## config.mk

```make
export PLATFORM = sky130hd
export DESIGN_NAME = equidistant_path_resampler
export DESIGN_NICKNAME = d
export VERILOG_FILES = /design/src/hw/rtl/erp_pkg.sv /design/src/hw/rtl/equidistant_path_resampler.sv /design/src/hw/rtl/erp_iter_unit.sv
export SDC_FILE = /design/constraint.sdc
export NUM_CORES = 2
export LEC_CHECK = 0
export BUFFER_PORTS_ARGS = -buffer_cell sky130_fd_sc_hd__clkbuf_2
export CAP_MARGIN = 20
export CORE_AREA = 8 8 460 462
export DETAILED_ROUTE_END_ITERATION = 8
export DIE_AREA = 0 0 468 470
export GPL_TIMING_DRIVEN = 0
export PLACE_DENSITY = 0.48
export RECOVER_POWER = 100
export SLEW_MARGIN = 10
export SYNTH_ARGS = -nofsm -noshare
export SYNTH_HDL_FRONTEND = slang
export SYNTH_SLANG_ARGS = --single-unit
```

## constraint.sdc

```tcl
create_clock -name clk_i -period 12.65 [get_ports clk_i]
set_input_delay 1.265 -clock clk_i [delete_from_list [all_inputs] [get_ports clk_i]]
set_output_delay 1.265 -clock clk_i [all_outputs]
set_load 0.01 [all_outputs]
```

## src/hw/rtl/erp_pkg.sv

```systemverilog
package erp_pkg;

  // Fixed field widths.
  localparam int unsigned PtrW       = 13;
  localparam int unsigned SpacingW   = 16;
  localparam int unsigned InTdataW   = 32;
  localparam logic [SpacingW-1:0] SpacingRst = 16'd2560;

  // Operating modes of the shared iterative unit.
  localparam logic ModeSqrt = 1'b0;
  localparam logic ModeDiv  = 1'b1;

  typedef struct packed {
    logic start;
    logic mode;
  } erp_cmd_t;

endpackage

```

## src/hw/rtl/equidistant_path_resampler.sv

```systemverilog
// Channel  | Direction | Word
// s_axis   | in        | tdata: pointer_x, pointer_y; tuser: action
// m_axis   | out       | tdata: point_x, point_y; tuser: is_start; tlast: last_of_run
// cfg      | in        | data: spacing
//
// A start item (restart, or no path yet) goes straight to the output state and waits there for m_axis.
// An extend item runs, per emitted point, the bit-serial root and the two bit-serial
// divides in the shared unit; the root gives MW = 14 + FRACTION_BITS bits and each
// divide NW = MW + 17 quotient bits.
// s_axis_tready_o is high only while no item is in work; a stalled m_axis holds the
// sequencer in place. Reset clears the anchor and the open-path flag and restores the
// default spacing.
module equidistant_path_resampler #(
  parameter int unsigned MAX_STEPS_PER_ITEM = 64,
  parameter int unsigned FRACTION_BITS      = 8
) (
  input  logic                 clk_i,
  input  logic                 rst_ni,
  input  logic                 s_axis_tvalid_i,
  output logic                 s_axis_tready_o,
  input  logic [erp_pkg::InTdataW-1:0] s_axis_tdata_i,  // pointer_x, pointer_y
  input  logic                 s_axis_tuser_i,          // action
  output logic                 m_axis_tvalid_o,
  input  logic                 m_axis_tready_i,
  output logic [((2*(13+FRACTION_BITS)+7)/8)*8-1:0] m_axis_tdata_o,  // point_x, point_y
  output logic                 m_axis_tuser_o,          // is_start
  output logic                 m_axis_tlast_o,
  input  logic                 cfg_valid_i,
  output logic                 cfg_ready_o,
  input  logic [erp_pkg::SpacingW-1:0] cfg_data_i
);
  import erp_pkg::*;

  localparam int unsigned CW   = PtrW + FRACTION_BITS;
  localparam int unsigned MW   = CW + 1;
  localparam int unsigned D2W  = 2 * MW;
  localparam int unsigned NW   = MW + SpacingW + 1;
  localparam int unsigned OutW = ((2 * CW + 7) / 8) * 8;
  localparam int unsigned NCW  = $clog2(MAX_STEPS_PER_ITEM + 1);

  localparam logic [4:0] StIdle   = 5'd0;
  localparam logic [4:0] StS2Mul  = 5'd1;
  localparam logic [4:0] StS2Save = 5'd2;
  localparam logic [4:0] StDiff   = 5'd3;
  localparam logic [4:0] StMx     = 5'd4;
  localparam logic [4:0] StMy     = 5'd5;
  localparam logic [4:0] StCmp    = 5'd6;
  localparam logic [4:0] StOut    = 5'd7;
  localparam logic [4:0] StSqGo   = 5'd8;
  localparam logic [4:0] StSqWait = 5'd9;
  localparam logic [4:0] StMulX   = 5'd10;
  localparam logic [4:0] StDxGo   = 5'd11;
  localparam logic [4:0] StDxWait = 5'd12;
  localparam logic [4:0] StMulY   = 5'd13;
  localparam logic [4:0] StDyGo   = 5'd14;
  localparam logic [4:0] StDyWait = 5'd15;
  localparam logic [4:0] StUpd    = 5'd16;

  logic [4:0] state_q, state_d;

  logic [SpacingW-1:0] spacing_q;
  logic [SpacingW-1:0] s_q;
  logic [D2W-1:0]      s2_q;
  logic signed [CW-1:0] px_q, py_q;
  logic signed [CW-1:0] anchor_x_q, anchor_y_q;
  logic                path_open_q;
  logic signed [CW:0]  dx_q, dy_q;
  logic [MW-1:0]       ax_q, ay_q;
  logic [D2W-1:0]      acc_q, d2_q, prod_q;
  logic [MW-1:0]       dist_q, qx_q;
  logic [NCW-1:0]      n_q;
  logic                start_q, last_q;

  logic [OutW-1:0]     out_data_q;
  logic                out_valid_q, out_start_q, out_last_q;

  logic [MW-1:0]       mul_a, mul_b;
  logic [D2W-1:0]      prod_d;
  logic [D2W-1:0]      d2_sum;
  logic signed [CW:0]  dx_c, dy_c;
  erp_cmd_t            cmd;
  logic [D2W-1:0]      unit_a;
  logic                unit_done;
  logic [D2W-1:0]      unit_res;
  logic                out_free;
  logic signed [CW-1:0] sat_x, sat_y;

  function automatic logic signed [CW-1:0] sat_add(input logic signed [CW-1:0] base,
                                                   input logic [MW-1:0] mag,
                                                   input logic neg);
    logic signed [CW+1:0] step;
    logic signed [CW+1:0] sum;
    step = neg ? -$signed({1'b0, mag}) : $signed({1'b0, mag});
    sum  = $signed({{2{base[CW-1]}}, base}) + step;
    if (sum[CW+1:CW-1] == 3'b000 || sum[CW+1:CW-1] == 3'b111) begin
      sat_add = sum[CW-1:0];
    end else if (sum[CW+1]) begin
      sat_add = {1'b1, {(CW-1){1'b0}}};
    end else begin
      sat_add = {1'b0, {(CW-1){1'b1}}};
    end
  endfunction

  assign cfg_ready_o     = 1'b1;
  assign out_free        = !out_valid_q || m_axis_tready_i;
  assign s_axis_tready_o = (state_q == StIdle);

  assign dx_c   = $signed({px_q[CW-1], px_q}) - $signed({anchor_x_q[CW-1], anchor_x_q});
  assign dy_c   = $signed({py_q[CW-1], py_q}) - $signed({anchor_y_q[CW-1], anchor_y_q});
  assign d2_sum = acc_q + prod_q;
  assign sat_x  = sat_add(anchor_x_q, qx_q, dx_q[CW]);
  assign sat_y  = sat_add(anchor_y_q, unit_res[MW-1:0], dy_q[CW]);

  // The one multiplier: spacing squared, the squared offsets and offset times spacing.
  always_comb begin
    unique case (state_q)
      StS2Mul: begin
        mul_a = MW'(s_q);
        mul_b = MW'(s_q);
      end
      StMx: begin
        mul_a = ax_q;
        mul_b = ax_q;
      end
      StMy: begin
        mul_a = ay_q;
        mul_b = ay_q;
      end
      StMulX: begin
        mul_a = ax_q;
        mul_b = MW'(s_q);
      end
      StMulY: begin
        mul_a = ay_q;
        mul_b = MW'(s_q);
      end
      default: begin
        mul_a = '0;
        mul_b = '0;
      end
    endcase
    prod_d = mul_a * mul_b;
  end

  always_comb begin
    cmd.start = (state_q == StSqGo) || (state_q == StDxGo) || (state_q == StDyGo);
    cmd.mode  = (state_q == StSqGo) ? ModeSqrt : ModeDiv;
    // Adding half the distance rounds the quotient to nearest, ties away from zero.
    unit_a    = (state_q == StSqGo) ? d2_q : prod_q + D2W'(dist_q >> 1);
  end

  erp_iter_unit #(
    .MW (MW),
    .D2W(D2W),
    .NW (NW)
  ) u_iter (
    .clk_i   (clk_i),
    .rst_ni  (rst_ni),
    .cmd_i   (cmd),
    .op_a_i  (unit_a),
    .op_b_i  (dist_q),
    .done_o  (unit_done),
    .result_o(unit_res)
  );

  always_comb begin
    state_d = state_q;
    unique case (state_q)
      StIdle: begin
        if (s_axis_tvalid_i) begin
          if (s_axis_tuser_i || !path_open_q) begin
            state_d = StOut;
          end else begin
            state_d = StS2Mul;
          end
        end
      end
      StS2Mul:  state_d = StS2Save;
      StS2Save: state_d = StDiff;
      StDiff:   state_d = StMx;
      StMx:     state_d = StMy;
      StMy:     state_d = StCmp;
      StCmp: begin
        if (d2_sum < s2_q) begin
          state_d = (n_q != '0) ? StOut : StIdle;
        end else begin
          state_d = (n_q != '0) ? StOut : StSqGo;
        end
      end
      StOut: begin
        if (out_free) begin
          state_d = last_q ? StIdle : StSqGo;
        end
      end
      StSqGo:   state_d = StSqWait;
      StSqWait: state_d = unit_done ? StMulX : StSqWait;
      StMulX:   state_d = StDxGo;
      StDxGo:   state_d = StDxWait;
      StDxWait: state_d = unit_done ? StMulY : StDxWait;
      StMulY:   state_d = StDyGo;
      StDyGo:   state_d = StDyWait;
      StDyWait: state_d = unit_done ? StUpd : StDyWait;
      StUpd: begin
        state_d = (NCW'(n_q + 1'b1) == NCW'(MAX_STEPS_PER_ITEM)) ? StOut : StDiff;
      end
      default:  state_d = StIdle;
    endcase
  end

  always_ff @(posedge clk_i or negedge rst_ni) begin
    if (!rst_ni) begin
      state_q     <= StIdle;
      spacing_q   <= SpacingRst;
      anchor_x_q  <= '0;
      anchor_y_q  <= '0;
      path_open_q <= 1'b0;
      out_valid_q <= 1'b0;
      n_q         <= '0;
      start_q     <= 1'b0;
      last_q      <= 1'b0;
    end else begin
      state_q <= state_d;
      if (cfg_valid_i) begin
        spacing_q <= cfg_data_i;
      end
      if (state_q == StOut && out_free) begin
        out_valid_q <= 1'b1;
      end else if (out_valid_q && m_axis_tready_i) begin
        out_valid_q <= 1'b0;
      end
      unique case (state_q)
        StIdle: begin
          n_q <= '0;
          if (s_axis_tvalid_i && (s_axis_tuser_i || !path_open_q)) begin
            anchor_x_q  <= {s_axis_tdata_i[PtrW-1:0], {FRACTION_BITS{1'b0}}};
            anchor_y_q  <= {s_axis_tdata_i[2*PtrW-1:PtrW], {FRACTION_BITS{1'b0}}};
            path_open_q <= 1'b1;
            start_q     <= 1'b1;
            last_q      <= 1'b1;
          end
        end
        StCmp: begin
          start_q <= 1'b0;
          last_q  <= (d2_sum < s2_q);
        end
        StUpd: begin
          anchor_x_q <= sat_x;
          anchor_y_q <= sat_y;
          n_q        <= n_q + 1'b1;
          start_q    <= 1'b0;
          last_q     <= 1'b1;
        end
        default: begin
        end
      endcase
    end
  end

  always_ff @(posedge clk_i) begin
    prod_q <= prod_d;
    if (state_q == StIdle && s_axis_tvalid_i) begin
      px_q <= {s_axis_tdata_i[PtrW-1:0], {FRACTION_BITS{1'b0}}};
      py_q <= {s_axis_tdata_i[2*PtrW-1:PtrW], {FRACTION_BITS{1'b0}}};
      s_q  <= (spacing_q == '0) ? SpacingW'(1) : spacing_q;
    end
    if (state_q == StS2Save) begin
      s2_q <= prod_q;
    end
    if (state_q == StDiff) begin
      dx_q <= dx_c;
      dy_q <= dy_c;
      ax_q <= dx_c[CW] ? MW'(-dx_c) : MW'(dx_c);
      ay_q <= dy_c[CW] ? MW'(-dy_c) : MW'(dy_c);
    end
    if (state_q == StMy) begin
      acc_q <= prod_q;
    end
    if (state_q == StCmp) begin
      d2_q <= d2_sum;
    end
    if (state_q == StSqWait && unit_done) begin
      dist_q <= unit_res[MW-1:0];
    end
    if (state_q == StDxWait && unit_done) begin
      qx_q <= unit_res[MW-1:0];
    end
    if (state_q == StOut && out_free) begin
      out_data_q  <= OutW'({anchor_y_q, anchor_x_q});
      out_start_q <= start_q;
      out_last_q  <= last_q;
    end
  end

  assign m_axis_tvalid_o = out_valid_q;
  assign m_axis_tdata_o  = out_data_q;
  assign m_axis_tuser_o  = out_start_q;
  assign m_axis_tlast_o  = out_last_q;

  a_step_cap: assert property (@(posedge clk_i) disable iff (!rst_ni)
    n_q <= NCW'(MAX_STEPS_PER_ITEM))
    else $error("step count beyond cap");

  a_start_is_last: assert property (@(posedge clk_i) disable iff (!rst_ni)
    m_axis_tvalid_o && m_axis_tuser_o |-> m_axis_tlast_o)
    else $error("start point not marked last");

  a_done_in_wait: assert property (@(posedge clk_i) disable iff (!rst_ni)
    unit_done |-> (state_q == StSqWait || state_q == StDxWait || state_q == StDyWait))
    else $error("shared unit finished outside a wait state");

endmodule

```

## src/hw/rtl/erp_iter_unit.sv

```systemverilog
module erp_iter_unit #(
  parameter int unsigned MW  = 22,
  parameter int unsigned D2W = 44,
  parameter int unsigned NW  = 39
) (
  input  logic              clk_i,
  input  logic              rst_ni,
  input  erp_pkg::erp_cmd_t cmd_i,
  input  logic [D2W-1:0]    op_a_i,
  input  logic [MW-1:0]     op_b_i,
  output logic              done_o,
  output logic [D2W-1:0]    result_o
);
  import erp_pkg::*;

  localparam int unsigned CntW = $clog2(D2W + 1);
  localparam int unsigned Align = D2W - NW;

  logic [D2W-1:0] opnd_q;
  logic [MW-1:0]  div_q;
  logic [MW+1:0]  rem_q;
  logic [D2W-1:0] res_q;
  logic [CntW-1:0] cnt_q;
  logic           busy_q;
  logic           mode_q;
  logic           done_q;

  logic [MW+1:0]  rem_shift;
  logic [MW+1:0]  trial;
  logic [MW+2:0]  diff;
  logic           fits;

  // One root bit (two operand bits) or one quotient bit (one operand bit) per cycle,
  // both through the same subtractor.
  always_comb begin
    if (mode_q == ModeSqrt) begin
      rem_shift = {rem_q[MW-1:0], opnd_q[D2W-1 -: 2]};
      trial     = {res_q[MW-1:0], 2'b01};
    end else begin
      rem_shift = {rem_q[MW:0], opnd_q[D2W-1]};
      trial     = {2'b00, div_q};
    end
    diff = {1'b0, rem_shift} - {1'b0, trial};
    fits = ~diff[MW+2];
  end

  always_ff @(posedge clk_i or negedge rst_ni) begin
    if (!rst_ni) begin
      busy_q <= 1'b0;
      done_q <= 1'b0;
      mode_q <= ModeSqrt;
      cnt_q  <= '0;
    end else begin
      done_q <= 1'b0;
      if (cmd_i.start) begin
        busy_q <= 1'b1;
        mode_q <= cmd_i.mode;
        cnt_q  <= (cmd_i.mode == ModeSqrt) ? CntW'(MW) : CntW'(NW);
      end else if (busy_q) begin
        cnt_q <= cnt_q - 1'b1;
        if (cnt_q == CntW'(1)) begin
          busy_q <= 1'b0;
          done_q <= 1'b1;
        end
      end
    end
  end

  always_ff @(posedge clk_i) begin
    if (cmd_i.start) begin
      opnd_q <= (cmd_i.mode == ModeDiv) ? (op_a_i << Align) : op_a_i;
      div_q  <= op_b_i;
      rem_q  <= '0;
      res_q  <= '0;
    end else if (busy_q) begin
      rem_q  <= fits ? diff[MW+1:0] : rem_shift;
      res_q  <= {res_q[D2W-2:0], fits};
      opnd_q <= (mode_q == ModeSqrt) ? (opnd_q << 2) : (opnd_q << 1);
    end
  end

  assign done_o   = done_q;
  assign result_o = res_q;

endmodule
```

==> qor.yml <==
status:
  status: "finished, violations left"
  violations: "max-capacitance violations, max-slew violations"
sta:
  min_period_ps: 10730
  max_freq_mhz: 93.2
  final.setup.tns_ps: 0
  rsz0062_at_grt: "false"
  maxSlewHeadroom_pct: -116
  hold_viol: 0
  worst_clock_skew_ps: 36.8
  worst-slew-pin-transition_ps: 3240
  post-route-period-util_pct: 84.8
  finalSetupViolCount: 0
  maxSlewViolCount: 335
power:
  p_comb_share_pct: 0.8
  clockPowerShare_pct: 51.2
  seq_power_share_pct: 48.0
  p_int_mw: 3.14
  switching_share_pct: 20.6
  power_density_mw_per_mm2: 74.8
  finalPower_mw: 3.96
  vdd_drop_max_v: 0.0000915
  power.net_switching_mw: 0.815
  p_leak_nw: 23.3
final_layout:
  final_nets: 5821
  multi_input_area_mm2: 0.0287
  post-route-util_pct: 25.9
  stdcell_count: 7744
  fill_cells: 21800
  seq_area_mm2: 0.0151
  drive_gt1_share_pct: 4.75
  stdcell_area_mm2: 0.0529
  area_growth_pct: 13.2
grt:
  antenna_found_initial: 7
  first_global_vias: 36200
  grt_first_pass_wirelength_um: 230000
  grt_usage_pct: 13.5
  grt-ovfl-total: 0
  grt_max_degree: 54
routing:
  dr.pass1.iters: 8
  ant_nets: 0
  drt_wl_total_um: 152000
  vias_per_cell: 4.62
  drc_errors: 0
  vias: 35800
  wl_per_cell_um: 19.7
  first_iter_violations: 2718
critical_path:
  slowest_delay_ps: 940
  end_kind: "register"
  cpMostUsedCell: "fa_1"
  worst-path-max-fanout: 10
  cpMaxStageDelayCell: "o21ai_0"
  crit_required_ps: 13140
  crit_arrival_ps: 11220
  start_kind: "register"
  worstSetupPathType: "reg2reg"
clock_network:
  clk_pin_slew_worst_paths_ps: 50
  numCtsBuffers: 68
  cts.sinks: 546
  postCtsSetupBuffers: 0
  cts_hold_buffers: 0
  post_cts_resized: 0
  cts_tree: "built"
  cts_htree_levels: 3
  max-clock-path-buffers: 3
  cts-root-buf: "clkbuf_16"
  clk_latency_ps: 630
min_path:
  min_path_type: "reg2reg"
synthesis:
  yosysUniqueCellTypes: 96
  netlist.area_leader.share_pct: 24.0
  synthCells: 4803
  synth_edf_count: 374
  syn_avg_cell_area_um2: 9.73
  ys.flop_type: "edfxtp_1"
  synth_area_mm2: 0.0467
  synth_top_cells_by_area: "edfxtp_1, fa_1, ha_1"
  async_flop_share_pct: 15.2
  yosysTopAreaCell: "edfxtp_1"
  yosysWarnings: 0
  synth_seq_cells: 546
  ys_seq_area_share_pct: 32.3
die:
  die_x_um: 468
  core_area_mm2: 0.204
  initial_core_util_pct: 22.9
  die_h_um: 470
  io_pins: 107
  rows: 166
  die_area_mm2: 0.220
place:
  portBuffers: 92
  gp_congestion: 0.915
  dp_hpwl_um: 124000
  placed_cell_area_mm2: 0.0509
  dp.cells: 7612
job:
  drv_cap: 11
==> routing by layer <==
metal  global-route usage, %  up-vias  part of all wire [%]
li1                        -    16700                     -
met1                    18.9    17800                    46
met2                    21.9     1055                    46
met3                    1.94      176                   5.6
met4                    3.01        0                   2.2
met5                       0        -                     0
==> stage by stage <==
| stage | hold WS, ps | setup slack [ps] |
|---|---|---|
| 2_1_floorplan | 400 | 4300 |
| 3_3_place_gp | 406 | 1870 |
| 3_5_place_dp | 416 | 2030 |
| 4_1_cts | 430 | 1990 |
| 5_1_grt | 451 | 1410 |
| 6_report | 427 | 1920 |
==> kinds of logic (layout without fill, tap and decap cells) <==
logic type,count (synthesis),in the layout,synth area share [%]
flops,546,546,32.3
other cells,2,12,0.0161
buf+inv,765,1008,6.27
mux,158,158,3.54
simple gates,1382,1382,13.2
fa+ha+maj,771,771,27.1
compound gates,900,900,12.4
xor+xnor,279,279,5.24
==> final cells by class <==
cell class              instances  share of cell area [%]
diodes                          5                  0.0236
plain buffers                 205                    1.53
clock buffers                  97                    3.65
clock inverters                28                   0.738
inverters                     560                    3.97
multi-input cells            3497                    54.3
flip-flops and latches        546                    28.5
well taps                    2688                    6.36
repair buffers                118                   0.948
==> critical path: cells and delay by family, from the launching register on <==
kind / cells / cell delay, ps
AOI/OAI and AO/OA: 7 / 2690
xor gates and xnor gates: 1 / 130
adders and majority gates: 8 / 3950
buffers and inverters: 6 / 1400
DFF: 1 / 420
and+or+nand+nor: 6 / 1990
==> power by group through the flow <==
stage               logic, mW  registers, mW  clock network (mW)
floorplan              0.0123           1.94                   0
global placement       0.0314           1.94                   0
detailed placement     0.0333           1.94                   0
CTS                    0.0334           1.90                2.08
global route           0.0336           1.90                2.14
finish                 0.0306           1.90                2.03
==> cells in the mapped netlist, types with 11 or more instances <==
cell type and number:
a211oi_1 22, mux2_2 59, a32oi_1 12, nand2b_1 52, clkbuf_1 175, a31oi_1 30, buf_1 12, nand2_1 550
o211ai_1 14, a21o_1 111, o221ai_1 11, nand3_1 41, mux2i_1 99, a21boi_0 12, dfrtp_1 81, and3_1 27
o22ai_1 28, o21ai_0 190, nor3_1 55, o21bai_1 24, nor2b_1 39, nor4_1 27, xnor2_1 178, nor2_1 428
nand4_1 40, o21a_1 29, or3_1 22, edfxtp_1 374, o41ai_1 14, o31ai_1 26, or2_2 19, xor2_1 100
ha_1 369, inv_1 558, a21oi_1 251, dfxtp_1 89, fa_1 402, a22oi_1 30, a22o_1 15, and2_1 43
==> state kept, by name (all words and copies together), names as in the netlist, 6 cells and up <==
register and cells:
anchor_x_q 21, m_axis_tdata_o 42, u_iter.rem_q 23, d2_q 44
prod_q 44, px_q 13, u_iter.result_o 22, py_q 13
qx_q 22, u_iter.opnd_q 44, u_iter.div_q 22, s2_q 44
dist_q 22, ay_q 21, spacing_q 16, s_q 16
ax_q 21, n_q 7, acc_q 44, anchor_y_q 21
u_iter.cnt_q 6
==> cell usage in the layout, fill, tap and decap left out, drive strengths merged, types with 111 or more instances in the layout <==
cell type  count
fa           402
nand2        551
xnor2        179
a21oi        254
ha           369
inv          560
nor2         429
edfxtp       374
o21ai        196
a21o         111
clkbuf       397
==> path summary, 6_finish.rpt <==
| path | from | end | cells after the start | slack (ps) |
|---|---|---|---|---|
| max | state_q[3] | prod_q[42] | 28 | 1920 |
| min | dist_q[0] | u_iter.div_q[0] | 0 | 430 |
| max reg2reg | state_q[3] | prod_q[42] | 28 | 1920 |
| min reg2reg | dist_q[0] | u_iter.div_q[0] | 0 | 430 |
| max in group asynchronous | rst_ni | n_q[4] | 2 | 7290 |
| min in group asynchronous | rst_ni | anchor_y_q[15] | 1 | 1370 |
Power figures use the tool's default switching activity.
